File: config.mk
export PLATFORM = sky130hd
export DESIGN_NAME = ctm_select
export DESIGN_NICKNAME = d
export VERILOG_FILES = /design/src/design/ctm_pkg.sv /design/src/design/ctm_select.sv
export SDC_FILE = /design/constraint.sdc
export NUM_CORES = 1
export LEC_CHECK = 0
export BUFFER_PORTS_ARGS = -buffer_cell sky130_fd_sc_hd__clkbuf_2
export CAP_MARGIN = 15
export CORE_MARGIN = 8
export CORE_UTILIZATION = 34
export DETAILED_ROUTE_END_ITERATION = 8
export GPL_TIMING_DRIVEN = 0
export SYNTH_ARGS = -nofsm -noshare
export SYNTH_HDL_FRONTEND = slang
export SYNTH_SLANG_ARGS = --single-unit
File: constraint.sdc
create_clock -name clk -period 14.62 [get_ports clk]
set_input_delay 0 -clock clk [delete_from_list [all_inputs] [get_ports clk]]
set_output_delay 0 -clock clk [all_outputs]
set_load 0.02 [all_outputs]
File: src/design/ctm_pkg.sv
// Shared types, constants and helpers for the cell template matcher.
package ctm_pkg;

  localparam int NUM_SLOTS  = 16;
  localparam int TILE_SIDE  = 26;
  localparam int CHANNELS   = 3;
  localparam int TILE_BYTES = TILE_SIDE * TILE_SIDE * CHANNELS;

  localparam int SLOT_W  = 4;
  localparam int LABEL_W = 5;
  localparam int POS_W   = 11;
  localparam int PIX_W   = 8;
  localparam int CNT_W   = 12;
  localparam int OCNT_W  = 11;

  localparam int IN_DATA_W  = 32;
  localparam int OUT_DATA_W = 16;

  localparam int WORD_W = NUM_SLOTS * PIX_W;

  localparam int GRP_SIZE = 4;
  localparam int NUM_GRP  = NUM_SLOTS / GRP_SIZE;

  localparam int QDEPTH = 8;
  localparam int QPTR_W = $clog2(QDEPTH);
  localparam int QCNT_W = QPTR_W + 1;

  localparam logic [CNT_W-1:0]  CNT_MAX     = {CNT_W{1'b1}};
  localparam int                OUT_CNT_MAX = (1 << OCNT_W) - 1;
  localparam logic [OCNT_W-1:0] EMPTY_CNT   =
    OCNT_W'((TILE_BYTES > OUT_CNT_MAX) ? OUT_CNT_MAX : TILE_BYTES);
  localparam logic signed [LABEL_W-1:0] NO_LABEL = -5'sd1;

  typedef enum logic {
    OP_LOAD     = 1'b0,
    OP_CLASSIFY = 1'b1
  } op_t;

  typedef struct packed {
    logic                      vld;
    op_t                       op;
    logic [SLOT_W-1:0]         slot;
    logic signed [LABEL_W-1:0] label;
    logic                      pos_ok;
    logic                      pos_zero;
    logic [PIX_W-1:0]          pix;
    logic                      last;
  } item_t;

  typedef struct packed {
    logic                      ok;
    logic [CNT_W-1:0]          score;
    logic signed [LABEL_W-1:0] label;
  } cand_t;

  // a is the lower slot and keeps ties
  function automatic cand_t pick_best(input cand_t a, input cand_t b);
    if (b.ok && (!a.ok || (b.score < a.score))) begin
      return b;
    end
    return a;
  endfunction

endpackage

File: src/design/ctm_select.sv
// Two-stage minimum search over the slot snapshot; lowest slot wins ties.
module ctm_select (
  input  logic                           clk,
  input  logic                           rst_n,
  input  logic                           snap_vld,
  input  ctm_pkg::cand_t                 snap [ctm_pkg::NUM_SLOTS],
  output logic                           res_vld,
  output logic [ctm_pkg::OUT_DATA_W-1:0] res_data
);
  import ctm_pkg::*;

  cand_t grp_nxt [NUM_GRP];
  cand_t grp_r   [NUM_GRP];
  logic  grp_vld_r;
  cand_t best;
  logic [OCNT_W-1:0] count;

  always_comb begin
    for (int g = 0; g < NUM_GRP; g++) begin
      grp_nxt[g] = snap[g*GRP_SIZE];
      for (int k = 1; k < GRP_SIZE; k++) begin
        grp_nxt[g] = pick_best(grp_nxt[g], snap[g*GRP_SIZE + k]);
      end
    end
  end

  always_ff @(posedge clk) begin
    if (!rst_n) begin
      grp_vld_r <= 1'b0;
    end else begin
      grp_vld_r <= snap_vld;
    end
  end

  always_ff @(posedge clk) begin
    if (snap_vld) begin
      grp_r <= grp_nxt;
    end
  end

  always_comb begin
    best = grp_r[0];
    for (int g = 1; g < NUM_GRP; g++) begin
      best = pick_best(best, grp_r[g]);
    end
    if (!best.ok) begin
      count = EMPTY_CNT;
    end else if (best.score > CNT_W'(OUT_CNT_MAX)) begin
      count = OCNT_W'(OUT_CNT_MAX);
    end else begin
      count = best.score[OCNT_W-1:0];
    end
  end

  assign res_vld  = grp_vld_r;
  assign res_data = {count, (best.ok ? best.label : NO_LABEL)};

endmodule

==> results of run 1 <==
## stage by stage
stage | instances | util, %
floorplan | 1069 | -
global placement | 1754 | 41.7
detailed placement | 1755 | 41.8
CTS | 1802 | 44.0
global route | 1802 | 44.0
finish | 1802 | 44.0
## area by class of cell
class	count	area [µm²]
repair buffers	339	1880
clock inverters	7	93.8
flip-flops and latches	73	2180
fillers	2807	15500
clock buffers	9	225
inverters	129	484
plain buffers	30	181
multi-input cells	837	6720
well taps	378	473
## synthesized netlist by cell type (all sizes together), types with 10 or more instances
master / instances
mux2i: 124
a21o: 20
nand3: 13
nor2: 48
o21a: 10
a211oi: 14
nand2: 87
nor3: 14
nand2b: 13
buf: 21
inv: 129
o21ai: 92
nand4: 12
edfxtp: 72
mux2: 50
a21oi: 78
ha: 165
## final timing paths
check            to  slack [ns]  depth (start not counted)
max    res_data[14]        7.10                         28
min       grp_r[53]       0.004                          2
## flip-flops by register name (all words and copies together), names as in the netlist
name     count
grp_r       72
res_vld      1
## cells by family after synthesis
kind of cell             share of synthesized area [%]
adder cells (fa/ha/maj)                           21.6
AND/OR/NAND/NOR                                   11.4
multiplexers                                      19.3
flip-flops                                        22.8
AO/OA/AOI/OAI                                     17.9
buffers and inverters                             6.96
## power groups by stage
stage	Combinational [µW]	Clock, µW	Sequential, µW
finish	580	237	300
global route	652	249	304
CTS	586	243	300
detailed placement	576	0	303
global placement	564	0	304
floorplan	391	0	291
## routing by layer
layer / global-route usage (%) / wire, µm / share of wire (%) / vias to the layer above
li1: - / - / - / 4652
met1: 21.3 / 13100 / 43 / 4198
met2: 31.6 / 14900 / 49 / 274
met3: 2.85 / 1930 / 6.3 / 44
met4: 5.97 / 744 / 2.4 / 0
met5: 0 / 0 / 0 / -
## worst max-delay path: cells and delay by family (launching register included)
family | cells | cell delay [ns]
compound gates | 15 | 3.32
buf+inv | 6 | 1.64
fa+ha+maj | 3 | 0.89
simple gates | 3 | 0.47
mux | 1 | 0.47
flops | 1 | 0.39
==> qor.csv, run 1 <==
metric;value;unit
status;finished clean;
largest fanout on the critical path;10;
Max Cap Violations;0;
Synth Flop Type;edfxtp_1;
setup TNS;0;ns
vias per std cell;5.09;
worst path required time;14.62;ns
worst path arrival time;7.52;ns
Post-Syn Area per Cell;8.95;µm²
CTS Hold Bufs;31;
Reg power frac;26.9;%
Final Cell Area;12200;µm²
leakage;0.00629;µW
PostCTS Resize Cnt;0;
total routed wirelength;30700;µm
H-tree levels;3;
clock root buffer;clkbuf_16;
Int Power;682;µW
HP Class;primary input to flip-flop;
full die area;33800;µm²
share of the yosys chip area belonging to registers;22.8;%
largest net degree at the start of global routing;71;
Max Root-Sink Buffers;2;
site row count;61;
total gr overflow;0;
slowest cell delay on critical path;0.71;ns
hpwl dp;26800;µm
EDFF count, synth;72;
cell accounting for the most synthesized area;edfxtp_1;
initial antenna violation count;0;
commonest cells after routing, fill and taps aside;clkbuf_2, ha_1, inv_1, mux2i_1, nand2_1;
syn nets;1525;
DRC Markers;0;
Area growth, synth to finish;27.9;%
die height;184;µm
io pins;308;
share of layout cells above drive strength 1;28.4;%
clock sink count;73;
Initial DRT Pass Iterations;5;
number of DRC markers in iteration 0;413;
Slew Limit Fails;0;
FMAX;133;MHz
DP Worst Slack;7.54;ns
Setup Viol. Count Final;0;
via count;9168;
core area;27800;µm²
final worst slack;7.10;ns
first-pass GRT wire length;48000;µm
final hold violation count;0;
Most common cell on crit path;o21ai_0;
CP max-delay cell;o311ai_2;
placed cell areas;11600;µm²
cts bufs inserted;9;
Routed Antenna Nets;0;
diode count;0;
Layout Nets;1875;
Worst Tran Pin Value;0.809;ns
post-synth cell types;61;
synthesized instance count;1069;
Sw Ratio;39.0;%
launch point of the worst path;grp_r[61];
commonest non-fill, non-tap cell in the layout;clkbuf_2;
maximum vdd ir drop;0.0558;mV
RePlAce Congestion;0.907;
top cell type's share of synthesized area;22.6;%
logic gate share of total power;51.9;%
hold_sp;snap[161];
average wire per standard cell;17.0;µm
Setup crit end kind;output port;
Slew HR;44.6;%
Starting Density;34.4;%
Power Dens Cells;91.3;nW/µm²
Power Total;1120;µW
Synth area leaders;edfxtp_1, ha_1, mux2i_1, inv_1, mux2_2;
synth warn;0;
unrepaired setup endpoints after global routing;false;
FF+latch count, synth;73;
period utilisation layout;51.5;%
PortBufs;307;
asr flop ratio synth;0;%
Die W;184;µm
hold slack;0.00442;ns
Period minus WS final;7.52;ns
crit path launch type;flip-flop;
number of global-route vias before repair;9660;
CTS tree;done;
Clk pwr share;21.2;%
CTS clock-pin slew for the worst setup and hold paths;0.06;ns
sw power;435;µW
Syn Std Cell Area;9570;µm²
path type of the worst setup path;flip-flop to output port;
total track usage;17.7;%
setup repair bufs after CTS;0;
(Power assumes the default switching activity.)
==> inputs of run 2 (changes only) <==
clock period = 6 ns   (was 14.62 ns; I/O delays follow)
==> qor.csv, run 2 (synthesis results as in run 1) <==
metric;value;unit;change
Power Total;3060;µW;+170%
commonest non-fill, non-tap cell in the layout;clkbuf_2;;
core area;27800;µm²;unchanged
total track usage;18.0;%;+0.30 points
final worst slack;-0.0490;ns;-7.15 ns
Clk pwr share;19.0;%;-2.2 points
failing checks;setup timing;;
commonest cells after routing, fill and taps aside;clkbuf_2, ha_1, inv_1, mux2i_1, nand2_1;;
Core Util, Final;47.5;%;+3.5 points
Slew HR;65.8;%;+21 points
H-tree levels;3;;unchanged
slowest cell delay on critical path;0.46;ns;-0.25 ns
site row count;61;;unchanged
initial antenna violation count;0;;unchanged
CTS tree;done;;
maximum vdd ir drop;0.145;mV;+160%
number of global-route vias before repair;9819;;+1.6%
number of DRC markers in iteration 0;366;;-11%
Period minus WS final;6.05;ns;
worst path required time;6.00;ns;-8.62 ns
die height;184;µm;unchanged
HP Class;primary input to flip-flop;;
CTS clock-pin slew for the worst setup and hold paths;0.06;ns;about the same
worst path bufs/invs;5;;-1
via count;9414;;+2.7%
Area growth, synth to finish;38.0;%;
leakage;0.00659;µW;+4.6%
Sw Ratio;38.6;%;-0.34 points
Reg power frac;24.2;%;-2.7 points
Max Cap Violations;0;;unchanged
io pins;308;;unchanged
worst path arrival time;6.05;ns;-1.47 ns
period utilisation layout;101;%;
register name with the most flops;grp_r;;
final hold violation count;0;;unchanged
Die W;184;µm;unchanged
first-pass GRT wire length;48800;µm;+1.7%
cell family with most CP delay;compound AO/OA/AOI/OAI gates;;
vias per std cell;5.12;;+0.56%
DRC Markers;0;;unchanged
Setup Viol. Count Final;8;;+8
largest fanout on the critical path;6;;-4
average wire per standard cell;17.5;µm;+2.7%
status;finished, violations left;;
FMAX;165;MHz;
Layout Nets;1912;;+2.0%
largest net degree at the start of global routing;71;;unchanged
unrepaired setup endpoints after global routing;true;;
Starting Density;34.4;%;unchanged
crit path launch type;flip-flop;;
cts bufs inserted;9;;unchanged
Int Power;1880;µW;+180%
RePlAce Congestion;0.907;;unchanged
clock root buffer;clkbuf_16;;
full die area;33800;µm²;unchanged
CP max-delay cell;edfxtp_1;;
hpwl dp;26800;µm;unchanged
share of layout cells above drive strength 1;34.4;%;+6.0 points
total gr overflow;0;;unchanged
Slew Limit Fails;0;;unchanged
clock sink count;73;;unchanged
Max Root-Sink Buffers;2;;unchanged
PortBufs;307;;unchanged
Most common cell on crit path;buf_6;;
Initial DRT Pass Iterations;7;;+2
FILL cells;2691;;-4.1%
Power Dens Cells;232;nW/µm²;+150%
path type of the worst setup path;flip-flop to output port;;
max reg flops;72;;unchanged
Worst Tran Pin Value;0.511;ns;-0.299 ns
Setup crit end kind;output port;;
total routed wirelength;32200;µm;+4.8%
Routed Antenna Nets;0;;unchanged
logic gate share of total power;56.8;%;+4.9 points
sw power;1180;µW;+170%
run 2: changes by cell type in the layout (fill, tap and decap cells not counted), sizes merged:
cell and delta:
diode +1, clkbuf -16, buf +53
run 2: cell type report:
cell class	count	area, µm²	share of cell area, %
sequential	73	2180	16.5
clock buffer	9	225	1.71
antenna	1	2.50	0.0190
inverter	129	484	3.67
multi-input combinational	837	7180	54.4
buffer	29	292	2.21
tap	378	473	3.58
timing repair buffer	377	2270	17.2
clock inverter	7	93.8	0.711
run 2: power groups by stage:
stage	logic [µW]	clock network, µW	registers [µW]
floorplan	953	0	708
global placement	1380	0	740
detailed placement	1400	0	737
CTS	1540	593	736
global route	1920	608	750
finish	1740	582	742
run 2: through the flow:
step	area [µm²]	cells	worst slack [ns]	TNS (ns)	hold slack [ns]
after floorplan	9570	1069	0.0925	0	0.112
after global placement	11600	1754	-0.984	-34.56	0.209
after detailed placement	11600	1755	-1.08	-39.56	0.217
after CTS	12600	1816	-0.0120	-0.0120	0.00304
after global routing	13200	1839	-0.309	-3.90	0.0170
final	13200	1840	-0.0490	-0.230	0.00686
run 2: worst paths after layout:
kind | startpoint | end | slack (ns) | cells after the start
worst min-delay path | snap[161] | grp_r[53] | 0.007 | 2
worst max-delay path | grp_r[48] | res_data[13] | -0.05 | 27
run 2: routing by layer:
layer  up-vias  global-route usage, %  wire, µm  share of wire [%]
li1       4725                      -         -                  -
met3        53                   2.92      1940                6.0
met5         -                      0         0                  0
met2       293                   32.4     15900                 49
met4         0                   6.03       917                2.8
met1      4343                   21.4     13400                 42
run 2: repair_timing:
action,4_1_cts,5_1_grt
hold buffers,31,0
buffers inserted,13,23
endpoints found under the setup margin,61,84
gates resized for setup,54,132
endpoints found under the hold margin,31,0
pin swaps,6,28
cloned,1,2
==> inputs of run 3 (changes only) <==
CORE_MARGIN = 4   (was 8)
GPL_TIMING_DRIVEN = not set   (was 0)
==> qor.csv, run 3 (synthesis results as in run 1) <==
metric;value;unit;change
status;finished clean;;
crit path launch type;flip-flop;;
full die area;30900;µm²;-8.5%
Max Cap Violations;0;;unchanged
Area growth, synth to finish;37.1;%;
HP Class;primary input to flip-flop;;
Setup Viol. Count Final;0;;-8
CTS tree;done;;
Initial DRT Pass Iterations;5;;-2
core area;27800;µm²;unchanged
DRC Markers;0;;unchanged
initial antenna violation count;0;;unchanged
CTS clock-pin slew for the worst setup and hold paths;0.06;ns;about the same
slowest cell delay on critical path;0.38;ns;-0.08 ns
Int Power;1840;µW;-1.9%
worst path required time;6.00;ns;about the same
site row count;61;;unchanged
Max Root-Sink Buffers;2;;unchanged
Slew HR;39.0;%;-27 points
unrepaired setup endpoints after global routing;true;;
metal3 WL;1770;µm;-8.4%
io pins;308;;unchanged
max reg flops;72;;unchanged
Most common cell on crit path;a21oi_2;;
RePlAce Congestion;0.872;;-3.9%
largest net degree at the start of global routing;74;;+4.2%
vias per std cell;5.10;;-0.37%
routed wl met2;15400;µm;-3.4%
Final Cell Area;13100;µm²;-0.67%
cts bufs inserted;9;;unchanged
largest fanout on the critical path;8;;+2
commonest non-fill, non-tap cell in the layout;clkbuf_2;;
first-pass GRT wire length;46900;µm;-3.9%
number of global-route vias before repair;9329;;-5.0%
path type of the worst setup path;flip-flop to output port;;
total routed wirelength;30900;µm;-4.0%
average wire per standard cell;16.8;µm;-4.1%
Power Dens Cells;231;nW/µm²;-0.55%
maximum vdd ir drop;0.149;mV;+2.7%
leakage;0.00660;µW;+0.27%
period utilisation layout;98.8;%;-2.0 points
max layer used;met4;;
Worst Tran Pin Value;0.915;ns;+0.404 ns
share of layout cells above drive strength 1;34.7;%;+0.25 points
CP max-delay cell;edfxtp_1;;
total gr overflow;0;;unchanged
H-tree levels;3;;unchanged
die height;176;µm;-4.4%
clock root buffer;clkbuf_16;;
Core Util, Final;47.2;%;-0.32 points
Slew Limit Fails;0;;unchanged
Setup crit end kind;output port;;
Starting Density;34.4;%;unchanged
via count;9394;;-0.21%
PortBufs;307;;unchanged
Clk pwr share;17.9;%;-1.1 points
register name with the most flops;grp_r;;
total track usage;18.9;%;+0.94 points
Reg power frac;24.6;%;+0.4 points
Period minus WS final;5.93;ns;-0.119 ns
Met1 Wirelength;13000;µm;-3.0%
Power Total;3030;µW;-1.2%
clock sink count;73;;unchanged
number of DRC markers in iteration 0;440;;+20%
hpwl dp;26200;µm;-1.9%
Layout Nets;1916;;+0.21%
commonest cells after routing, fill and taps aside;clkbuf_2, ha_1, inv_1, mux2i_1, nand2_1;;
worst path arrival time;5.93;ns;-0.12 ns
sw power;1180;µW;-0.12%
diode count;0;;-1
Die W;176;µm;-4.4%
Sw Ratio;39.0;%;+0.43 points
Routed Antenna Nets;0;;unchanged
final hold violation count;0;;unchanged
placed cell areas;11800;µm²;+1.6%
logic gate share of total power;57.5;%;+0.7 points
FMAX;169;MHz;+2.0%
[run 3: cell count changes in the layout (fill, tap and decap cells not counted), moves of 4 or more]
cell,delta
a21oi_1,-4
a21oi_2,+5
buf_2,-5
buf_4,+27
buf_6,-7
ha_1,-4
ha_4,+6
mux2i_1,+12
mux2i_2,-7
mux2i_4,-5
[run 3: cell type report]
type | count | area (µm²)
tap | 378 | 473
inverter | 129 | 484
clock buffer | 10 | 229
sequential | 73 | 2180
multi-input combinational | 839 | 7140
clock inverter | 6 | 67.6
fill | 2675 | 14700
timing repair buffer | 408 | 2530
[run 3: worst max-delay path, delay by kind of cell (launching register included)]
| kind | cells | cell delay [ns] |
|---|---|---|
| AND/OR/NAND/NOR | 5 | 0.80 |
| buffers and inverters | 6 | 0.94 |
| AO/OA/AOI/OAI | 14 | 2.39 |
| flip-flops | 1 | 0.38 |
| adder cells (fa/ha/maj) | 3 | 0.76 |
| multiplexers | 1 | 0.31 |
[run 3: power groups by stage]
stage | registers [µW] | logic (µW) | clock network (µW)
after CTS | 736 | 1520 | 555
after detailed placement | 742 | 1450 | 0
after global placement | 744 | 1430 | 0
after floorplan | 708 | 953 | 0
after global routing | 751 | 1920 | 576
final | 744 | 1740 | 543
[run 3: what timing repair did]
item,in CTS,in global routing
gates cloned,2,0
setup endpoints to repair,16,41
hold endpoints to repair,28,0
setup buffers,7,23
hold buffers,28,0
pin swaps,4,30
gates resized for setup,15,110
[run 3: stage by stage]
| step | std cells | setup WS, ns | hold slack, ns | setup TNS (ns) |
|---|---|---|---|---|
| global placement | 1767 | 0.0794 | 0.211 | 0 |
| finish | 1843 | 0.0696 | 0.00170 | 0 |
| CTS | 1820 | 0.00283 | 0.000573 | 0 |
| global route | 1843 | -0.226 | 0.00294 | -2.67 |
| detailed placement | 1767 | -0.0283 | 0.227 | -0.0733 |
| floorplan | 1069 | 0.0925 | 0.112 | 0 |
[run 3: path summary, 6_finish.rpt]
kind	slack, ns	start	to	cells after the start
min	0.002	snap[17]	grp_r[17]	2
max	0.07	grp_r[66]	res_data[11]	29
[run 3: layer usage]
layer | GRT usage, % | vias to the layer above
li1 | - | 4730
met1 | 23.0 | 4312
met2 | 34.7 | 308
met3 | 2.80 | 44
met4 | 5.30 | 0
met5 | 0 | -
