--- src/design/ctm_pkg.sv ---
// Shared types, constants and helpers for the cell template matcher.
package ctm_pkg;

  localparam int NUM_SLOTS  = 16;
  localparam int TILE_SIDE  = 26;
  localparam int CHANNELS   = 3;
  localparam int TILE_BYTES = TILE_SIDE * TILE_SIDE * CHANNELS;

  localparam int SLOT_W  = 4;
  localparam int LABEL_W = 5;
  localparam int POS_W   = 11;
  localparam int PIX_W   = 8;
  localparam int CNT_W   = 12;
  localparam int OCNT_W  = 11;

  localparam int IN_DATA_W  = 32;
  localparam int OUT_DATA_W = 16;

  localparam int WORD_W = NUM_SLOTS * PIX_W;

  localparam int GRP_SIZE = 4;
  localparam int NUM_GRP  = NUM_SLOTS / GRP_SIZE;

  localparam int QDEPTH = 8;
  localparam int QPTR_W = $clog2(QDEPTH);
  localparam int QCNT_W = QPTR_W + 1;

  localparam logic [CNT_W-1:0]  CNT_MAX     = {CNT_W{1'b1}};
  localparam int                OUT_CNT_MAX = (1 << OCNT_W) - 1;
  localparam logic [OCNT_W-1:0] EMPTY_CNT   =
    OCNT_W'((TILE_BYTES > OUT_CNT_MAX) ? OUT_CNT_MAX : TILE_BYTES);
  localparam logic signed [LABEL_W-1:0] NO_LABEL = -5'sd1;

  typedef enum logic {
    OP_LOAD     = 1'b0,
    OP_CLASSIFY = 1'b1
  } op_t;

  typedef struct packed {
    logic                      vld;
    op_t                       op;
    logic [SLOT_W-1:0]         slot;
    logic signed [LABEL_W-1:0] label;
    logic                      pos_ok;
    logic                      pos_zero;
    logic [PIX_W-1:0]          pix;
    logic                      last;
  } item_t;

  typedef struct packed {
    logic                      ok;
    logic [CNT_W-1:0]          score;
    logic signed [LABEL_W-1:0] label;
  } cand_t;

  // a is the lower slot and keeps ties
  function automatic cand_t pick_best(input cand_t a, input cand_t b);
    if (b.ok && (!a.ok || (b.score < a.score))) begin
      return b;
    end
    return a;
  endfunction

endpackage

--- src/design/ctm_outq.sv ---
// Result queue between the search pipeline and the output stream.
module ctm_outq (
  input  logic                           clk,
  input  logic                           rst_n,
  input  logic                           push,
  input  logic [ctm_pkg::OUT_DATA_W-1:0] push_data,
  output logic                           out_tvalid,
  input  logic                           out_tready,
  output logic [ctm_pkg::OUT_DATA_W-1:0] out_tdata
);
  import ctm_pkg::*;

  logic [OUT_DATA_W-1:0] mem_r [QDEPTH];
  logic [QPTR_W-1:0]     wr_ptr_r;
  logic [QPTR_W-1:0]     rd_ptr_r;
  logic [QCNT_W-1:0]     cnt_r;
  logic                  pop;
  logic                  wr;

  assign out_tvalid = (cnt_r != '0);
  assign out_tdata  = mem_r[rd_ptr_r];
  assign pop        = out_tvalid && out_tready;
  assign wr         = push && (cnt_r != QCNT_W'(QDEPTH));

  always_ff @(posedge clk) begin
    if (!rst_n) begin
      wr_ptr_r <= '0;
      rd_ptr_r <= '0;
      cnt_r    <= '0;
    end else begin
      if (wr) begin
        wr_ptr_r <= wr_ptr_r + QPTR_W'(1);
      end
      if (pop) begin
        rd_ptr_r <= rd_ptr_r + QPTR_W'(1);
      end
      cnt_r <= cnt_r + QCNT_W'(wr) - QCNT_W'(pop);
    end
  end

  always_ff @(posedge clk) begin
    if (wr) begin
      mem_r[wr_ptr_r] <= push_data;
    end
  end

  a_no_overflow: assert property (@(posedge clk) disable iff (!rst_n)
    push |-> (cnt_r != QCNT_W'(QDEPTH)))
    else $error("result pushed into full queue");

  a_pop_only: assert property (@(posedge clk) disable iff (!rst_n)
    (pop && !push) |=> (cnt_r == $past(cnt_r) - QCNT_W'(1)))
    else $error("queue count wrong after pop");

endmodule

--- config.mk ---
export PLATFORM = sky130hd
export DESIGN_NAME = ctm_outq
export DESIGN_NICKNAME = d
export VERILOG_FILES = /design/src/design/ctm_pkg.sv /design/src/design/ctm_outq.sv
export SDC_FILE = /design/constraint.sdc
export NUM_CORES = 1
export LEC_CHECK = 0
export BUFFER_PORTS_ARGS = -buffer_cell sky130_fd_sc_hd__buf_2
export CORE_MARGIN = 2
export CORE_UTILIZATION = 55
export DETAILED_ROUTE_END_ITERATION = 7
export HOLD_SLACK_MARGIN = 0.06
export PLACE_DENSITY = 0.79
export RECOVER_POWER = 50
export SYNTH_ARGS = -nofsm -noshare
export SYNTH_HDL_FRONTEND = slang
export SYNTH_SLANG_ARGS = --single-unit
export TNS_END_PERCENT = 30
--- constraint.sdc ---
create_clock -name clk -period 5.8 [get_ports clk]
set_input_delay 1.74 -clock clk [delete_from_list [all_inputs] [get_ports clk]]
set_output_delay 1.74 -clock clk [all_outputs]
set_load 0.02 [all_outputs]
==> flow_summary.json, run 1 <==
{
  "cts_resized": 0,
  "final-seq-area_um2": 4100,
  "wl_mm": 9.61,
  "numPortBuffers": 36,
  "whs_ns": 0.509,
  "hold_viol": 0,
  "drive_above_1_share": 0.245,
  "post-route-min-period_ns": 4.12,
  "leakage_uw": 0.00216,
  "max_slew.worst_pin.slew_ns": 1.20,
  "synthAdderAreaFrac": 0.0192,
  "postCtsSetupBuffers": 0,
  "cts_tree": "done",
  "viasPerCell": 5.74,
  "first_pass_iters": 4,
  "synth_cells": 262,
  "final_nets": 341,
  "grt-ovfl-total": 0,
  "synth-seq-cells": 141,
  "synth_top_family_by_area": "multiplexers",
  "timing.fmax_ghz": 0.243,
  "slew_headroom": 0.202,
  "synth_edf_count": 128,
  "start_util": 0.569,
  "nFillCells": 669,
  "worst_setup_path_start_kind": "flip-flop",
  "core_area_um2": 9860,
  "criticalPathCategory": "flip-flop to output pin",
  "h-tree-depth": 4,
  "avgRoutedWirePerCell_um": 20.9,
  "die-area_um2": 11000,
  "finalClockSkew_ns": 0.00675,
  "timing.rr.start": "cnt_r[2]",
  "grtUsageTotal": 0.189,
  "setup_viol": 0,
  "syn-num-nets": 290,
  "drt_iter0_drc": 188,
  "power_density_nw_per_um2": 418,
  "synth-simple-area-share": 0.0312,
  "dpl.hpwl_mm": 5.54,
  "die-width_um": 105,
  "mostFrequentLayoutCell": "edfxtp_1",
  "min_path_type": "flip-flop to flip-flop",
  "synthXorXnorAreaFrac": 0.00312,
  "antenna_found_initial": 0,
  "syn_avg_cell_area_um2": 21.4,
  "cts_buffers": 17,
  "antennaDiodeCount": 0,
  "grt_max_degree": 33,
  "clk_latency_ns": 0.52,
  "ant_nets": 0,
  "outcome": "completed",
  "syn-cell-area_um2": 5620,
  "multi_input_area_um2": 1480,
  "place.gp.congestion": 0.740,
  "clkTransAtPathRegs_ns": 0.06,
  "pin_count": 37,
  "num_vias": 2636,
  "worstPathMaxFanout": 32,
  "worstPathRequired_ns": 4.06,
  "grt_pass1_vias": 2757,
  "die_h_um": 105,
  "grt_pass1_wl_mm": 15.1,
  "num_rows": 36,
  "end_kind": "output pin",
  "maxCapViolCount": 0,
  "clockBufferDepth": 2,
  "yosysWarnings": 0,
  "vdd_drop_max_mv": 0.257,
  "yosys-mux-area-fraction": 0.197,
  "async_flop_share": 0,
  "cts_root_buf": "clkbuf_8",
  "ys_seq_area_frac": 0.731,
  "synth.area.top_cells": "edfxtp_1, mux4_1, dfxtp_1",
  "synth.top_cell.area_share": 0.684,
  "slew_violations": 0,
  "instances_no_fill": 459,
  "dp.cells": 427,
  "p_total_uw": 2720,
  "finalSetupTns_ns": 0,
  "hp-start": "rd_ptr_r[1]",
  "fin_crit_sh": 0.710,
  "synth_compound_area_frac": 0.00446,
  "clock_sinks": 141,
  "syn_to_final_growth_pct": 15.8,
  "yosysUniqueCellTypes": 26,
  "arrival_ns": 2.38,
  "synthFlopType": "edfxtp_1",
  "route.detailed.drc": 0,
  "final_cell_mix": "edfxtp_1, mux4_1, clkbuf_1, buf_2",
  "ctsHoldBuffers": 0,
  "yosysTopAreaCell": "edfxtp_1",
  "rsz0062_at_grt": "no"
}
synthesized netlist by cell type, types with 2 or more instances:
master    number
mux4_1        28
mux4_2         4
and2_1         3
buf_1          3
nand2_1       14
ha_1           7
buf_6          4
dfxtp_1       13
mux2_2        16
nor3_1         4
edfxtp_1     128
nor2_1         4
inv_1          3
nand3_1        2
mux2i_1       10
a21oi_1        2
nand2b_1       7
clkbuf_1       2
per-layer routing:
metal  vias up  track usage  part of all wire
met1      1366        0.250              0.44
met3        12       0.0518             0.042
met5         -            0                 0
met2        61        0.297              0.51
li1       1197            -                 -
met4         0       0.0838             0.015
per-stage QoR:
stage / utilization / instance area (um^2) / worst slack (ns)
after detailed placement: 0.607 / 5990 / 2.22
after floorplan: - / 5620 / 1.86
after global placement: 0.607 / 5990 / 2.23
after global routing: 0.659 / 6500 / 1.59
after CTS: 0.662 / 6530 / 1.65
final: 0.659 / 6500 / 1.68
worst paths after layout:
check | slack (ns) | to | depth (start not counted)
min reg2reg | 0.51 | rd_ptr_r[1] | 2
max | 1.68 | out_tdata[3] | 4
min | 0.51 | rd_ptr_r[1] | 2
max reg2reg | 3.20 | cnt_r[2] | 9
flip-flops by register name (all words and copies together), names as in the netlist, named ones only:
register	count
mem_r	128
cnt_r	4
rd_ptr_r	3
wr_ptr_r	3
power by group:
group          switching (uW)  total [uW]  leakage (uW)  internal (uW)
clock network             402         969      0.000261            567
logic                     271         510      0.000631            239
registers                51.4        1240       0.00127           1190
area by class of cell:
type                    instances  area share
clock inverters                14      0.0187
repair buffers                 42      0.0306
clock buffers                  18      0.0643
multi-input cells             108       0.228
flip-flops and latches        141       0.631
well taps                     133      0.0256
inverters                       3     0.00173
cells by family (layout without fill, tap and decap cells):
logic type                 count (synthesis)  after routing
muxes                                     58             58
xor gates and xnor gates                   2              2
AOI/OAI and AO/OA                          4              4
adders and majority gates                  8              8
DFF                                      141            141
buffers and inverters                     13             77
and+or+nand+nor                           36             36
critical path, cell delays in order, from the launching register on:
cell	delay [ns]
dfxtp_1	0.31
buf_4	0.45
mux4_1	0.63
mux2_2	0.30
buf_2	0.17
No activity file was read; power rests on OpenSTA's default activity.
==> run 2, diff against run 1 <==
- clock period: 5.8 -> 3.8 ns (I/O delays scaled with it)
==> run 2 against run 1 <==
Setup slack got worse by 1.2 ns. Wire length increased by 0.97%. Critical path depth is the same. Utilization up 0.67 points. Largest cell class unchanged. First-iteration DRC count decreased by 12%. Clock skew is essentially flat. Final area up 1.0%. Clock power up 54%. Sequential share of layout area decreased by 0.64 points. Sequential cell count is the same.
==> flow_summary.json, run 2 (same netlist as run 1, synthesis figures left out) <==
{
  "outcome": "completed",
  "post-route-min-period_ns": 3.33,
  "syn_to_final_growth_pct": 17.0,
  "dpl.hpwl_mm": 5.90,
  "arrival_ns": 2.19,
  "ctsHoldBuffers": 0,
  "min_path_type": "flip-flop to flip-flop",
  "start_util": 0.569,
  "finalSetupTns_ns": 0,
  "route.detailed.drc": 0,
  "whs_ns": 0.487,
  "clockBufferDepth": 2,
  "wl_mm": 9.71,
  "avgRoutedWirePerCell_um": 20.6,
  "drt_iter0_drc": 166,
  "instances_no_fill": 471,
  "numPortBuffers": 36,
  "timing.rr.start": "cnt_r[2]",
  "grt_pass1_wl_mm": 15.1,
  "slew_headroom": 0.387,
  "antennaDiodeCount": 0,
  "mostFrequentLayoutCell": "edfxtp_1",
  "p_total_uw": 4170,
  "viasPerCell": 5.72,
  "grt_max_degree": 19,
  "first_pass_iters": 4,
  "h-tree-depth": 4,
  "clock_sinks": 141,
  "leakage_uw": 0.00223,
  "timing.fmax_ghz": 0.300,
  "r2r_end": "cnt_r[2]",
  "reg2reg_depth": 9,
  "worstPathRequired_ns": 2.66,
  "ant_nets": 0,
  "die-area_um2": 11000,
  "criticalPathCategory": "flip-flop to output pin",
  "place.gp.congestion": 0.688,
  "num_rows": 36,
  "max_slew.worst_pin.slew_ns": 0.912,
  "largest_reg_flops": 128,
  "hold_viol": 0,
  "cts_tree": "done",
  "cts_resized": 0,
  "crit_end": "out_tdata[3]",
  "slew_violations": 0,
  "drive_above_1_share": 0.275,
  "clkTransAtPathRegs_ns": 0.06,
  "hp-start": "rd_ptr_r[2]",
  "antenna_found_initial": 0,
  "multi_input_area_um2": 1460,
  "reg.largest.list": "mem_r (128), cnt_r (4)",
  "top_register": "mem_r",
  "grt-ovfl-total": 0,
  "power_density_nw_per_um2": 636,
  "finalClockSkew_ns": 0.00642,
  "worst_setup_path_start_kind": "flip-flop",
  "end_kind": "output pin",
  "final-seq-area_um2": 4100,
  "die_h_um": 105,
  "dp.cells": 439,
  "worstPathMaxFanout": 16,
  "pin_count": 37,
  "clk_latency_ns": 0.52,
  "cts_buffers": 17,
  "r2r_setup_slack_ns": 1.29,
  "setup_viol": 0,
  "num_vias": 2692,
  "fin_util": 0.666,
  "die-width_um": 105,
  "cts_root_buf": "clkbuf_8",
  "rsz0062_at_grt": "no",
  "postCtsSetupBuffers": 0,
  "maxCapViolCount": 0,
  "fin_crit_sh": 0.876,
  "grtUsageTotal": 0.193,
  "final_cell_mix": "edfxtp_1, mux4_1, clkbuf_1, buf_2",
  "final_nets": 353,
  "core_area_um2": 9860,
  "nFillCells": 630,
  "vdd_drop_max_mv": 0.434,
  "grt_pass1_vias": 2709
}
-- run 2: metrics by stage --
stage          instance area [um^2]  setup slack [ns]
5_1_grt                        6570             0.362
4_1_cts                        6600             0.429
3_5_place_dp                   6050             0.884
6_report                       6570             0.471
3_3_place_gp                   6050             0.925
2_1_floorplan                  5620             0.462
-- run 2: how the worst min path moves through the flow --
| stage | endpoint | slack, ns | depth (start not counted) |
|---|---|---|---|
| finish | rd_ptr_r[2] | 0.49 | 2 |
| floorplan | flip-flop | 0.45 | 2 |
| CTS | rd_ptr_r[2] | 0.49 | 2 |
| global route | rd_ptr_r[2] | 0.52 | 2 |
| global placement | rd_ptr_r[2] | 0.46 | 2 |
| detailed placement | rd_ptr_r[2] | 0.48 | 2 |
-- run 2: power breakdown --
group          total, uW  leakage [uW]  switching [uW]  internal, uW
clock network       1490      0.000260             668           823
registers           1850       0.00127            42.1          1810
logic                828      0.000703             446           382
total               4170       0.00223            1160          3020
-- run 2: per-layer routing --
layer,track usage,share of wire
met1,0.244,0.42
met2,0.315,0.53
met3,0.0655,0.043
met4,0.0629,0.0065
met5,0,0
-- run 2: final cells by class --
| class | instances | share of cell area |
|---|---|---|
| clock buffer | 17 | 0.0630 |
| multi-input combinational | 108 | 0.222 |
| timing repair buffer | 54 | 0.0436 |
| inverter | 3 | 0.00171 |
| clock inverter | 15 | 0.0196 |
| sequential | 141 | 0.625 |
| tap | 133 | 0.0253 |
-- run 2: critical path, cell delays in order (launching register included) --
cell,delay [ns]
dfxtp_1,0.33
buf_4,0.28
mux4_1,0.60
mux2_2,0.30
buf_2,0.16
==> run 3, diff against run 2 <==
- CTS_BUF_LIST: default -> sky130_fd_sc_hd__clkbuf_8
==> run 3 against run 2 <==
Register-to-register slack hardly changed. Hold slack improved by 0.0029 ns. Cell count unchanged. Critical endpoint is now out_tdata[6]. Non-clock buffer count is the same. First-iteration DRC count rose by 1.2%.
==> flow_summary.json, run 3 (same netlist as run 1, synthesis figures left out) <==
{
  "rsz0062_at_grt": "no",
  "worst_setup_path_start_kind": "flip-flop",
  "top_register": "mem_r",
  "cts_root_buf": "clkbuf_8",
  "grt_pass1_vias": 2671,
  "slew_violations": 0,
  "cts_buffers": 17,
  "num_vias": 2646,
  "grt_pass1_wl_mm": 14.6,
  "final_cell_mix": "edfxtp_1, mux4_1, clkbuf_1, buf_2, clkbuf_8",
  "ant_nets": 0,
  "maxCapViolCount": 0,
  "worstPathMaxFanout": 16,
  "clkTransAtPathRegs_ns": 0.09,
  "end_kind": "output pin",
  "route.detailed.drc": 0,
  "cts_tree": "done",
  "min_path_type": "flip-flop to flip-flop",
  "viasPerCell": 5.62,
  "timing.fmax_ghz": 0.309,
  "grt_max_degree": 19,
  "hp-start": "rd_ptr_r[2]",
  "antenna_found_initial": 0,
  "grt-ovfl-total": 0,
  "setup_viol": 0,
  "clock_sinks": 141,
  "fin_crit_sh": 0.851,
  "finalSetupTns_ns": 0,
  "slew_headroom": 0.391,
  "power_density_nw_per_um2": 589,
  "multi_input_area_um2": 1460,
  "syn_to_final_growth_pct": 13.8,
  "antennaDiodeCount": 0,
  "clockBufferDepth": 2,
  "criticalPathCategory": "flip-flop to output pin",
  "final-seq-area_um2": 4100,
  "outcome": "completed",
  "clk_latency_ns": 0.43,
  "h-tree-depth": 4,
  "start_util": 0.569,
  "drt_iter0_drc": 168,
  "numPortBuffers": 36,
  "grtUsageTotal": 0.183,
  "fin_util": 0.648,
  "nFillCells": 644,
  "arrival_ns": 2.09,
  "avgRoutedWirePerCell_um": 20.1,
  "core_area_um2": 9860,
  "reg.largest.list": "mem_r (128), cnt_r (4)",
  "first_pass_iters": 4,
  "hold_viol": 0,
  "dpl.hpwl_mm": 5.90,
  "ctsHoldBuffers": 0,
  "cts_resized": 0,
  "worstPathRequired_ns": 2.66,
  "mostFrequentLayoutCell": "edfxtp_1",
  "num_rows": 36,
  "max_slew.worst_pin.slew_ns": 0.905,
  "post-route-min-period_ns": 3.23,
  "die-width_um": 105,
  "drive_above_1_share": 0.275,
  "wl_mm": 9.47,
  "final_nets": 353,
  "largest_reg_flops": 128,
  "postCtsSetupBuffers": 0,
  "finalClockSkew_ns": 0.0131,
  "die-area_um2": 11000,
  "die_h_um": 105,
  "vdd_drop_max_mv": 0.344,
  "leakage_uw": 0.00215,
  "pin_count": 37,
  "timing.rr.start": "cnt_r[2]",
  "place.gp.congestion": 0.688
}
run 3: cell counts in the layout (fill, tap and decap cells not counted):
No cell type changed its count.
run 3: power by group:
group / switching (uW) / internal [uW] / total (uW)
Combinational: 443 / 382 / 825
Clock: 613 / 473 / 1090
Sequential: 42.1 / 1810 / 1850
Total: 1100 / 2670 / 3760
run 3: area by class of cell:
cell class,instances,area share
tap,133,0.0260
timing repair buffer,54,0.0448
clock buffer,17,0.0366
sequential,141,0.642
inverter,3,0.00176
clock inverter,15,0.0202
multi-input combinational,108,0.228
run 3: layer usage:
metal,GRT usage,vias to the layer above,wire length (um),share of wire
met5,0,-,0,0
met4,0.0686,0,87,0.0092
met3,0.0449,8,591,0.062
met2,0.302,77,4810,0.51
met1,0.238,1342,3980,0.42
li1,-,1219,-,-
run 3: path summary, 6_finish.rpt:
| check | depth (start not counted) | to | slack (ns) |
|---|---|---|---|
| setup / recovery | 4 | out_tdata[6] | 0.57 |
| hold / removal | 2 | rd_ptr_r[2] | 0.49 |
| setup reg to reg | 9 | cnt_r[2] | 1.28 |
| hold reg to reg | 2 | rd_ptr_r[2] | 0.49 |
run 3: critical path, cell delays in order (launching register included):
cell	delay, ns
dfxtp_1	0.33
buf_4	0.29
mux4_1	0.59
mux2_2	0.29
buf_2	0.16
run 3: through the flow:
| stage | area (um^2) | worst slack (ns) | power (uW) | cells | hold slack, ns |
|---|---|---|---|---|---|
| after floorplan | 5620 | 0.462 | 2490 | 262 | 0.452 |
| after global placement | 6050 | 0.925 | 2700 | 439 | 0.461 |
| after detailed placement | 6050 | 0.884 | 2730 | 439 | 0.478 |
| after CTS | 6420 | 0.529 | 3800 | 471 | 0.491 |
| after global routing | 6390 | 0.469 | 3930 | 471 | 0.516 |
| final | 6390 | 0.568 | 3760 | 471 | 0.490 |
