$ cat src/design/ctm_pkg.sv
// Shared types, constants and helpers for the cell template matcher.
package ctm_pkg;

  localparam int NUM_SLOTS  = 16;
  localparam int TILE_SIDE  = 26;
  localparam int CHANNELS   = 3;
  localparam int TILE_BYTES = TILE_SIDE * TILE_SIDE * CHANNELS;

  localparam int SLOT_W  = 4;
  localparam int LABEL_W = 5;
  localparam int POS_W   = 11;
  localparam int PIX_W   = 8;
  localparam int CNT_W   = 12;
  localparam int OCNT_W  = 11;

  localparam int IN_DATA_W  = 32;
  localparam int OUT_DATA_W = 16;

  localparam int WORD_W = NUM_SLOTS * PIX_W;

  localparam int GRP_SIZE = 4;
  localparam int NUM_GRP  = NUM_SLOTS / GRP_SIZE;

  localparam int QDEPTH = 8;
  localparam int QPTR_W = $clog2(QDEPTH);
  localparam int QCNT_W = QPTR_W + 1;

  localparam logic [CNT_W-1:0]  CNT_MAX     = {CNT_W{1'b1}};
  localparam int                OUT_CNT_MAX = (1 << OCNT_W) - 1;
  localparam logic [OCNT_W-1:0] EMPTY_CNT   =
    OCNT_W'((TILE_BYTES > OUT_CNT_MAX) ? OUT_CNT_MAX : TILE_BYTES);
  localparam logic signed [LABEL_W-1:0] NO_LABEL = -5'sd1;

  typedef enum logic {
    OP_LOAD     = 1'b0,
    OP_CLASSIFY = 1'b1
  } op_t;

  typedef struct packed {
    logic                      vld;
    op_t                       op;
    logic [SLOT_W-1:0]         slot;
    logic signed [LABEL_W-1:0] label;
    logic                      pos_ok;
    logic                      pos_zero;
    logic [PIX_W-1:0]          pix;
    logic                      last;
  } item_t;

  typedef struct packed {
    logic                      ok;
    logic [CNT_W-1:0]          score;
    logic signed [LABEL_W-1:0] label;
  } cand_t;

  // a is the lower slot and keeps ties
  function automatic cand_t pick_best(input cand_t a, input cand_t b);
    if (b.ok && (!a.ok || (b.score < a.score))) begin
      return b;
    end
    return a;
  endfunction

endpackage

$ cat src/design/ctm_count.sv
// Per-slot mismatch counters, slot valid flags, labels and end-of-tile snapshot.
module ctm_count (
  input  logic                       clk,
  input  logic                       rst_n,
  input  ctm_pkg::item_t             itm,
  input  logic [ctm_pkg::WORD_W-1:0] q,
  output logic                       snap_vld_r,
  output ctm_pkg::cand_t             snap_r [ctm_pkg::NUM_SLOTS]
);
  import ctm_pkg::*;

  logic [NUM_SLOTS-1:0]      valid_r;
  logic [CNT_W-1:0]          cnt_r   [NUM_SLOTS];
  logic [CNT_W-1:0]          cnt_nxt [NUM_SLOTS];
  logic signed [LABEL_W-1:0] label_r [NUM_SLOTS];
  logic                      is_cls;
  logic                      is_last;
  logic                      load_zero;

  assign is_cls    = itm.vld && (itm.op == OP_CLASSIFY);
  assign is_last   = is_cls && itm.last;
  assign load_zero = itm.vld && (itm.op == OP_LOAD) && itm.pos_ok && itm.pos_zero;

  always_comb begin
    for (int s = 0; s < NUM_SLOTS; s++) begin
      cnt_nxt[s] = cnt_r[s];
      if (is_cls && itm.pos_ok && valid_r[s] && (q[s*PIX_W +: PIX_W] != itm.pix) &&
          (cnt_r[s] != CNT_MAX)) begin
        cnt_nxt[s] = cnt_r[s] + CNT_W'(1);
      end
    end
  end

  always_ff @(posedge clk) begin
    if (!rst_n) begin
      valid_r    <= '0;
      snap_vld_r <= 1'b0;
      for (int s = 0; s < NUM_SLOTS; s++) begin
        cnt_r[s] <= '0;
      end
    end else begin
      snap_vld_r <= is_last;
      for (int s = 0; s < NUM_SLOTS; s++) begin
        cnt_r[s] <= is_last ? '0 : cnt_nxt[s];
      end
      if (load_zero) begin
        valid_r[itm.slot] <= 1'b1;
      end
    end
  end

  always_ff @(posedge clk) begin
    if (load_zero) begin
      label_r[itm.slot] <= itm.label;
    end
  end

  always_ff @(posedge clk) begin
    if (is_last) begin
      for (int s = 0; s < NUM_SLOTS; s++) begin
        snap_r[s].ok    <= valid_r[s];
        snap_r[s].score <= cnt_nxt[s];
        snap_r[s].label <= label_r[s];
      end
    end
  end

  a_clear_after_tile: assert property (@(posedge clk) disable iff (!rst_n)
    is_last |=> (cnt_r[0] == '0) && snap_vld_r)
    else $error("counters not cleared after tile");

endmodule

$ cat config.mk
export PLATFORM = sky130hd
export DESIGN_NAME = ctm_count
export DESIGN_NICKNAME = d
export VERILOG_FILES = /design/src/design/ctm_pkg.sv /design/src/design/ctm_count.sv
export SDC_FILE = /design/constraint.sdc
export NUM_CORES = 1
export LEC_CHECK = 0
export BUFFER_PORTS_ARGS = -buffer_cell sky130_fd_sc_hd__buf_4
export CAP_MARGIN = 20
export CELL_PAD_IN_SITES_DETAIL_PLACEMENT = 0
export CELL_PAD_IN_SITES_GLOBAL_PLACEMENT = 1
export CORE_MARGIN = 10
export CORE_UTILIZATION = 41
export CTS_CLUSTER_SIZE = 24
export DETAILED_ROUTE_END_ITERATION = 16
export PLACE_DENSITY_LB_ADDON = 0.1
export SYNTH_ARGS = -nofsm -noshare
export SYNTH_HDL_FRONTEND = slang
export SYNTH_SLANG_ARGS = --single-unit
$ cat constraint.sdc
create_clock -name clk -period 8 [get_ports clk]
set_input_delay 1.6 -clock clk [delete_from_list [all_inputs] [get_ports clk]]
set_output_delay 1.6 -clock clk [all_outputs]
set_load 0.005 [all_outputs]
==> summary by stage, run 1 <==
Run status
The flow ran to the end, and the final reports show no timing, DRC or antenna violations.

STA
The highest achievable clock rate is 280 MHz. The minimum period implied by the final worst setup slack is 3.57 ns. The clock arrives with 0.0138 ns of skew. The worst pin sits at a relative slew slack of 18.2%. The share of the clock period used by the worst path after layout is 44.6%.

The final count of hold timing violations came to 0. The total setup violations reported at the end of the flow is 0. The slew of the pin with the lowest slew margin is 1.22 ns. Setup repair after global routing left no endpoint under its margin. The max-slew violation total from the final report came to 0.

The smallest hold slack is 0.415 ns. Setup total negative slack on the finished layout was measured at 0 ns.

Logic synthesis
The synthesized instance count is 2013. The Yosys step of the flow raised 0 warnings. In this run the biggest area consumer among cell types represents 44.2% of the synthesized area. In the synthesized netlist, the cells that appear most often are sky130_fd_sc_hd__edfxtp_1, sky130_fd_sc_hd__nand2_1, sky130_fd_sc_hd__dfxtp_1.

By area, the combinational part of the netlist is dominated by simple AND/OR/NAND/NOR gates. The share of synthesized cell area in and, or, nand and nor gates is 16.9%. The synthesized netlist devotes 9.03% of its cell area to XOR and XNOR gates. The number of nets in the synthesized netlist is 2181. Summing every instance area after synthesis gives 0.0250 mm^2.

The portion of synthesized area spent on multiplexers is 5.25%. The post-synthesis sequential area ratio is 60.9%. The share of async-settable or async-resettable flops after synthesis is 0%.

By area the synthesized netlist is led by sky130_fd_sc_hd__edfxtp_1, sky130_fd_sc_hd__dfxtp_1, sky130_fd_sc_hd__xor2_1. Yosys instantiated no cell more often than sky130_fd_sc_hd__edfxtp_1. The cell type with the largest total area after synthesis is sky130_fd_sc_hd__edfxtp_1. The primary flip-flop cell chosen by synthesis mapping is sky130_fd_sc_hd__edfxtp_1. The number of enable-type register cells in the synthesized netlist is 368. The synthesized-area fraction occupied by ao, oa, aoi and oai cells is 5.00%. The mean area per synthesized cell is 12.4 um^2. Counting flops and latches in the post-synthesis netlist gives 577. The count of distinct cell types in the synthesized netlist is 68. The adder and majority gate portion of the synthesized area is 0.800%.

Global route
Entering global routing, the biggest net connects 175 pins. For this run the aggregate overflow at the end of global routing stands at 0. The number of global-route vias before repair is 17011. The combined global-route utilization of all metal layers is 19.2%. The first global-routing pass estimated 104000 um of wire.

The initial antenna violation count is 14.

Power and ir drop
The share of total power in the clock network is 47.1%. Cell internal power was estimated by the tool at 5290 uW. The analysis attributes to net switching a power of 1390 uW. The overall power consumption is 6680 uW. Dividing total power by cell area gives a power density of 214 mW/mm^2. For this design the static power due to leakage is 0.0118 uW. VDD sags by at most 0.164 mV. Combinational logic is responsible for 4.8% of the overall power. The proportion of power drawn by flip-flops and latches is 48.0%. Of the total power, the share spent switching nets is 20.8%.

Worst hold path
The cell count of the worst hold path is 0. The class of the tightest hold or removal check is flip-flop to flip-flop.

Floorplan
The die covers 0.0713 mm^2. The area inside the core boundary is 0.0604 mm^2. The vertical die dimension is 267 um.

The placement row count is 90. Once the floorplan was initialized, standard cells occupied 41.5% of the core. The number of I/O pins is 441. In this run the horizontal extent of the chip is 267 um.

Cells and area
Counting the fill cells in the layout gives 5202. Cells with a size suffix above 1 make up 24.4% of the layout. Relative to the synthesized area, the layout overhead comes to 25.0%. The count of nets after finishing is 2614.

CTS
Counting every sink on the clock net gives 577. The later-pin clock latency in the skew report is 0.63 ns. Clock-pin slew was measured on the worst setup and hold paths at 0.06 ns. The number of hold buffers added after cts is 0. The number of buffers inserted by post-CTS setup repair is 0. After clock tree synthesis, the repair step resized 0 gates.

The number of buffers inserted during clock tree synthesis is 61. The H-tree was split into 2 levels. The cell sitting at the root of the clock tree is a sky130_fd_sc_hd__clkbuf_16. The clock passes through at most 3 buffers.

The CTS tree is done.

Run
Across the run, the number of max-cap violations was 0.

Route
In this run the remaining antenna-violating nets after routing total 0. The routed wirelength normalized by instance count is 21.6 um. After detailed routing, the total wire length is 71000 um. In the routed layout, each cell is associated on average with a via count of 5.21. The number of search-and-repair iterations in the first detailed-routing pass is 5. The initial detailed-routing violation count is 978.

The number of vias in the routed layout is 17142. In the routed design, unresolved DRC markers number 0.

Setup path
STA classifies the critical path startpoint as a primary input. Along the worst path, the maximum fanout reaches 16. The worst register-to-register path has a depth of 6. The type of the setup path with the least slack is primary input to flip-flop. The worst setup path is captured at a flip-flop.

For the worst setup path, the data required time is 8.37 ns. Data arrives at the worst endpoint at 3.94 ns.

Placed design
The total of buffers placed on input and output ports is 440. After legalization and detailed placement, the total HPWL measured 52300 um. The final weighted congestion in routability-driven placement is 0.871.
placed cells by master, fill, tap and decap left out, types with 13 or more instances in the layout:
cell type                   Yosys  layout
sky130_fd_sc_hd__mux2i_1      111     111
sky130_fd_sc_hd__a211oi_1      15      15
sky130_fd_sc_hd__clkbuf_16      0      63
sky130_fd_sc_hd__mux2_2        17      17
sky130_fd_sc_hd__ha_1          16      16
sky130_fd_sc_hd__bufinv_16      0      13
sky130_fd_sc_hd__nor3_1        29      29
sky130_fd_sc_hd__nor2_1        45      45
sky130_fd_sc_hd__and4_1        36      36
sky130_fd_sc_hd__nor4_1        25      24
sky130_fd_sc_hd__or3_1         16      16
sky130_fd_sc_hd__nand2b_1     106     106
sky130_fd_sc_hd__a2111oi_0     13      13
sky130_fd_sc_hd__inv_1         34      33
sky130_fd_sc_hd__nand3_1       52      52
sky130_fd_sc_hd__xnor2_1       99      99
sky130_fd_sc_hd__nand2_1      219     218
sky130_fd_sc_hd__a31oi_1       16      16
sky130_fd_sc_hd__a21oi_1       44      44
sky130_fd_sc_hd__o21a_1        18      18
sky130_fd_sc_hd__edfxtp_1     368     368
sky130_fd_sc_hd__dfxtp_1      209     209
sky130_fd_sc_hd__and3_1        29      29
sky130_fd_sc_hd__and2_1        55      54
sky130_fd_sc_hd__buf_4          5     446
sky130_fd_sc_hd__xor2_1       159     159
sky130_fd_sc_hd__nand4_1       66      66
final cells by class:
type | count | area, um^2 | area share (%)
Timing Repair Buffer | 448 | 3370 | 10.8
Multi-Input combinational cell | 1324 | 9260 | 29.6
Antenna cell | 9 | 22.5 | 0.0720
Clock inverter | 31 | 503 | 1.61
Sequential cell | 577 | 15200 | 48.7
Clock buffer | 85 | 1770 | 5.66
Tap cell | 782 | 978 | 3.13
Inverter | 34 | 135 | 0.432
cell families after synthesis:
| family | count (synthesis) |
|---|---|
| adder cells (fa/ha/maj) | 16 |
| AND/OR/NAND/NOR | 752 |
| AO/OA/AOI/OAI | 169 |
| flip-flops | 577 |
| buffers and inverters | 112 |
| XOR/XNOR | 258 |
| multiplexers | 129 |
final timing paths:
path | startpoint | end | slack, ns
setup / recovery | itm[8] | snap_r[99]$_DFFE_PP_ | 4.43
hold / removal | label_r[5][3]$_DFFE_PP_ | snap_r[183]$_DFFE_PP_ | 0.41
setup reg to reg | cnt_r[1][85]$_SDFF_PP0_ | snap_r[8]$_DFFE_PP_ | 5.68
hold reg to reg | label_r[5][3]$_DFFE_PP_ | snap_r[183]$_DFFE_PP_ | 0.41
power by group through the flow:
stage,Sequential [uW],Combinational [uW],Clock [uW]
final,3210,323,3150
after global routing,3210,352,3350
after CTS,3210,331,3220
after detailed placement,3270,331,0
after global placement,3270,326,0
after floorplan,3280,139,0
flip-flops by register name, summed over array words and instances (netlist names):
| name | flops |
|---|---|
| valid_r | 16 |
| cnt_r | 192 |
| snap_r | 288 |
| snap_vld_r | 1 |
| label_r | 80 |
metrics by stage:
| step | std cells | util [%] | setup WS [ns] | area [um^2] |
|---|---|---|---|---|
| 6_report | 3290 | 51.8 | 4.43 | 31300 |
| 2_1_floorplan | 2013 | - | 0.0867 | 25000 |
| 4_1_cts | 3280 | 51.8 | 4.47 | 31200 |
| 3_5_place_dp | 3164 | 48.0 | 3.79 | 29000 |
| 3_3_place_gp | 3164 | 48.0 | 3.86 | 29000 |
| 5_1_grt | 3284 | 51.8 | 4.39 | 31300 |
critical path, cell delays in order:
cell	delay [ns]
sky130_fd_sc_hd__buf_4	0.33
sky130_fd_sc_hd__xor2_1	0.12
sky130_fd_sc_hd__nor4_1	1.03
sky130_fd_sc_hd__a211oi_2	0.34
sky130_fd_sc_hd__and4_1	0.35
sky130_fd_sc_hd__xor2_1	0.14
metal layers:
layer / part of all wire [%] / vias to the layer above / global-route usage, %
li1: - / 8220 / -
met1: 42 / 8284 / 24.0
met2: 47 / 533 / 31.6
met3: 8.4 / 93 / 6.26
met4: 2.1 / 12 / 4.90
met5: 0.11 / - / 0
Power figures use the tool's default switching activity.
==> run 2: changes to the inputs <==
--- a/config.mk
+++ b/config.mk
@@ -5,12 +5,13 @@
 export SDC_FILE = /design/constraint.sdc
 export NUM_CORES = 1
 export LEC_CHECK = 0
+export ABC_AREA = 1
 export BUFFER_PORTS_ARGS = -buffer_cell sky130_fd_sc_hd__buf_4
 export CAP_MARGIN = 20
 export CELL_PAD_IN_SITES_DETAIL_PLACEMENT = 0
 export CELL_PAD_IN_SITES_GLOBAL_PLACEMENT = 1
 export CORE_MARGIN = 10
-export CORE_UTILIZATION = 41
+export CORE_UTILIZATION = 43
 export CTS_CLUSTER_SIZE = 24
 export DETAILED_ROUTE_END_ITERATION = 16
 export PLACE_DENSITY_LB_ADDON = 0.1
==> constraint.sdc (replaced) <==
create_clock -name clk -period 3.5 [get_ports clk]
set_input_delay 0.7 -clock clk [delete_from_list [all_inputs] [get_ports clk]]
set_output_delay 0.7 -clock clk [all_outputs]
set_load 0.005 [all_outputs]
==> summary by stage, run 2 <==
Cells and area
The top register by number of flip-flops is snap_r (unchanged). The final cell count without fillers is 4339 (was 3290). The fraction of final layout cells sized beyond drive strength 1 is 18.8% (was 24.4%). Biggest registers after layout: snap_r (288), cnt_r (192), label_r (80) (unchanged). The area of the multi-input gates is 0.00943 mm^2 (was 0.00926 mm^2). The layout-stage area growth over the synthesis result is 22.2% (was 25.0%). The flip-flop count of the largest register after layout came to 288 (unchanged). Most frequent cells in the layout: sky130_fd_sc_hd__nand2_1, sky130_fd_sc_hd__buf_4, sky130_fd_sc_hd__inv_1 (was sky130_fd_sc_hd__buf_4, sky130_fd_sc_hd__edfxtp_1, sky130_fd_sc_hd__nand2_1). The share of the core filled with cells came to 53.2% (was 51.8%). The layout filler cell count was 5689 (was 5202). The register area came to 0.0152 mm^2 (unchanged). The count of nets after finishing is 3615 (was 2614).

The most common cell after layout, fill and taps aside was sky130_fd_sc_hd__nand2_1 (was sky130_fd_sc_hd__buf_4).

Floorplan
The initial core utilization was 43.5% (was 41.5%). The placement row count is 91 (was 90). The area of the die is 0.0729 mm^2 (was 0.0713 mm^2).

The number of I/O pins came to 441 (unchanged). The x dimension of the die is 270 um (was 267 um). The vertical die dimension is 270 um (was 267 um).

The area inside the core boundary was 0.0618 mm^2 (was 0.0604 mm^2).

Power and ir drop
The relative contribution of combinational cells to total power is 5.0% (was 4.8%). The ratio of total power to cell area came to 450 mW/mm^2 (was 214 mW/mm^2). The reported net switching power came to 3240 uW (was 1390 uW). The worst IR drop on VDD is 0.399 mV (was 0.164 mV).

The proportion of power drawn by flip-flops and latches is 49.5% (was 48.0%). The share of total power in the clock network is 45.5% (was 47.1%). The static leakage is 0.0139 uW (was 0.0118 uW). The share of total power consumed by net switching is 21.9% (was 20.8%). The internal power component is 11500 uW (was 5290 uW).

Worst hold path
The class of the tightest hold or removal check is primary input to flip-flop (was flip-flop to flip-flop).

Route
The number of search-and-repair iterations in the first detailed-routing pass was 5 (unchanged). The initial detailed-routing violation count is 1707 (was 978). The final wirelength is 79800 um (was 71000 um). The residual antenna-violating net count after detailed routing was 0 (unchanged). The routed wirelength normalized by instance count is 18.4 um (was 21.6 um).

The number of design rule violations left after detail routing is 0 (unchanged). The post-detailed-route via-to-cell ratio was 4.95 (was 5.21). The number of vias in the routed layout is 21481 (was 17142).

Setup path
The kind of cell with the highest combined delay on the critical path is simple AND/OR/NAND/NOR gates (unchanged). The number of buffers and inverters on the critical path is 1 (unchanged). The type of the setup path with the least slack is primary input to flip-flop (unchanged). The worst path required time came to 3.89 ns (was 8.37 ns). The element type at the critical path end is a flip-flop (unchanged). Ordered cell list for the critical path: buf_4 > nand3_2 > nor2_2 > nand3_2 > nand2_1 > nand2_1 (was buf_4 > xor2_1 > nor4_1 > a211oi_2 > and4_1 > xor2_1). The delay of the slowest cell on the worst path came to 0.74 ns (was 1.03 ns). The sort of element at the start of the critical path was a primary input (unchanged).

The worst-path cell with the longest stage delay is sky130_fd_sc_hd__nor2_2 (was sky130_fd_sc_hd__nor4_1). The largest fanout of any net on the critical path is 14 (was 16). The data arrival time of the critical path is 2.77 ns (was 3.94 ns).

Logic synthesis
The synthesized instance count came to 3023 (was 2013). The count of distinct cell types in the synthesized netlist is 31 (was 68). The count of synthesis-stage warnings from yosys was 0 (unchanged). The post-synthesis sequential area ratio is 56.7% (was 60.9%). The primary flip-flop cell chosen by synthesis mapping is sky130_fd_sc_hd__edfxtp_1 (unchanged).

The most used standard cell by instance count after synthesis is sky130_fd_sc_hd__nand2_1 (was sky130_fd_sc_hd__edfxtp_1). The share of async-settable or async-resettable flops after synthesis is 0% (unchanged). The number of enable-type register cells in the synthesized netlist was 368 (unchanged). The net count after synthesis is 3191 (was 2181). The cell type with the largest total area after synthesis is sky130_fd_sc_hd__edfxtp_1 (unchanged). The mean area per synthesized cell is 8.90 um^2 (was 12.4 um^2). The area of the mapped netlist is 0.0269 mm^2 (was 0.0250 mm^2). Top post-synthesis cells by area: sky130_fd_sc_hd__edfxtp_1, sky130_fd_sc_hd__dfxtp_1, sky130_fd_sc_hd__nand2_1 (was sky130_fd_sc_hd__edfxtp_1, sky130_fd_sc_hd__dfxtp_1, sky130_fd_sc_hd__xor2_1). The proportion of netlist area held by the largest area contributor is 41.1% (was 44.2%). Most numerous cell types in the synthesized netlist: sky130_fd_sc_hd__nand2_1, sky130_fd_sc_hd__inv_1, sky130_fd_sc_hd__edfxtp_1 (was sky130_fd_sc_hd__edfxtp_1, sky130_fd_sc_hd__nand2_1, sky130_fd_sc_hd__dfxtp_1). The flip-flop and latch count after synthesis is 577 (unchanged).

STA
The max-slew violation total from the final report is 0 (unchanged). The final count of hold timing violations is 0 (unchanged). The slew of the pin with the lowest slew margin is 0.795 ns (was 1.22 ns). The relative slew slack is 46.8% (was 18.2%). The highest achievable clock rate is 419 MHz. Setup repair after global routing missed its margin: no (unchanged). The smallest hold slack was 0.404 ns (was 0.415 ns). The total setup violations reported at the end of the flow is 0 (unchanged). The post-route clock skew is 0.0204 ns (was 0.0138 ns).

The minimum period implied by the final worst setup slack is 2.38 ns. After layout, the worst path uses 68.1% of the clock period.

CTS
The cell at the root of the clock tree was sky130_fd_sc_hd__clkbuf_16 (unchanged). The number of buffers inserted during clock tree synthesis was 61 (unchanged). The number of levels in the clock H-tree was 2 (unchanged).

The CTS tree is done (unchanged). The total of cells resized after clock tree synthesis came to 0 (unchanged). The number of hold buffers added after cts was 0 (unchanged).

The number of buffers inserted by post-CTS setup repair came to 0 (unchanged). The later-pin clock latency in the skew report is 0.64 ns (was 0.63 ns). The clock transition at the registers of the reported paths is 0.06 ns (about the same). The number of buffers between clock root and the deepest sink was 3 (unchanged). The total number of clock tree sinks is 577 (unchanged).

Run
The total of max-cap violations came to 0 (unchanged).

Placed design
The total of buffers placed on input and output ports was 440 (unchanged). The final weighted congestion in routability-driven placement is 0.871 (about the same). The HPWL reported at the end of detailed placement is 59600 um (was 52300 um). The post-placement cell count is 4221 (was 3164).

Global route
The global route total overflow was 0 (unchanged). The combined global-route utilization of all metal layers is 21.1% (was 19.2%). The global-route wire length before repair is 121000 um (was 104000 um). The number of global-route vias before repair came to 20494 (was 17011). The largest net degree at the start of global routing is 106 (was 175).

The initial antenna violation count was 7 (was 14).

Run status
Outcome: finished clean (unchanged).
[run 2: cell count changes after synthesis, moves of 111 or more]
| cell | change |
|---|---|
| sky130_fd_sc_hd__nand2_1 | +722 |
| sky130_fd_sc_hd__nor2_1 | +252 |
| sky130_fd_sc_hd__xor2_1 | -131 |
| sky130_fd_sc_hd__nand4_1 | +165 |
| sky130_fd_sc_hd__inv_1 | +351 |
| sky130_fd_sc_hd__mux2i_1 | -111 |
[run 2: cell type report]
type                       instances  share of cell area (%)
inverter                         395                    4.53
timing repair buffer             460                    10.8
clock buffer                      79                    5.03
clock inverter                    37                    1.42
antenna                            2                  0.0152
tap                              837                    3.19
sequential                       577                    46.4
multi-input combinational       1952                    28.7
[run 2: worst paths after layout]
| path | end | from | cells after the start | slack (ns) |
|---|---|---|---|---|
| max | snap_r[85]$_DFFE_PP_ | itm[21] | 6 | 1.12 |
| min reg2reg | snap_r[270]$_DFFE_PP_ | label_r[0][0]$_DFFE_PP_ | 0 | 0.41 |
| max reg2reg | snap_r[27]$_DFFE_PP_ | cnt_r[1][72]$_SDFF_PP0_ | 10 | 1.20 |
| min | snap_vld_r$_SDFF_PN0_ | itm[20] | 3 | 0.40 |
[run 2: metal layers]
metal | part of all wire, % | global-route usage, % | vias to the layer above
met2 | 47 | 35.1 | 565
met5 | 0.074 | 0 | -
li1 | - | - | 10720
met4 | 1.9 | 4.89 | 10
met3 | 6.6 | 4.45 | 99
met1 | 44 | 27.8 | 10087
[run 2: worst reg2reg max path, cell delays in order (launching register included)]
cell                      delay, ns
sky130_fd_sc_hd__dfxtp_1       0.46
sky130_fd_sc_hd__ha_1          0.24
sky130_fd_sc_hd__nand2_1       0.08
sky130_fd_sc_hd__inv_1         0.12
sky130_fd_sc_hd__nand2_1       0.10
sky130_fd_sc_hd__nor2_1        0.18
sky130_fd_sc_hd__nand2_1       0.32
sky130_fd_sc_hd__nand3_2       0.35
sky130_fd_sc_hd__nand2_1       0.09
sky130_fd_sc_hd__nand2_1       0.09
sky130_fd_sc_hd__inv_1         0.04
[run 2: stage by stage]
step                      total power (uW)  worst slack, ns  TNS [ns]  cell area (um^2)
after floorplan                       7800            -1.98   -569.06             26900
after global placement                8210            0.508         0             30700
after detailed placement              8220            0.458         0             30700
after CTS                            15000             1.15         0             32900
after global routing                 15300            0.956         0             32900
final                                14800             1.12         0             32900
[run 2: power by group through the flow]
stage / logic [uW] / registers (uW) / clock network (uW)
global placement: 743 / 7470 / 0
floorplan: 322 / 7480 / 0
global route: 806 / 7320 / 7180
detailed placement: 750 / 7470 / 0
finish: 736 / 7320 / 6730
CTS: 752 / 7320 / 6900
[run 2: logic make-up (layout without fill, tap and decap cells)]
group	Yosys count	in the layout	synth area share, %
other	0	2	0
buffers and inverters	494	971	8.37
AND/OR/NAND/NOR	1680	1680	27.6
XOR/XNOR	121	121	3.97
adder cells (fa/ha/maj)	16	16	0.744
AO/OA/AOI/OAI	135	135	2.67
flip-flops	577	577	56.7
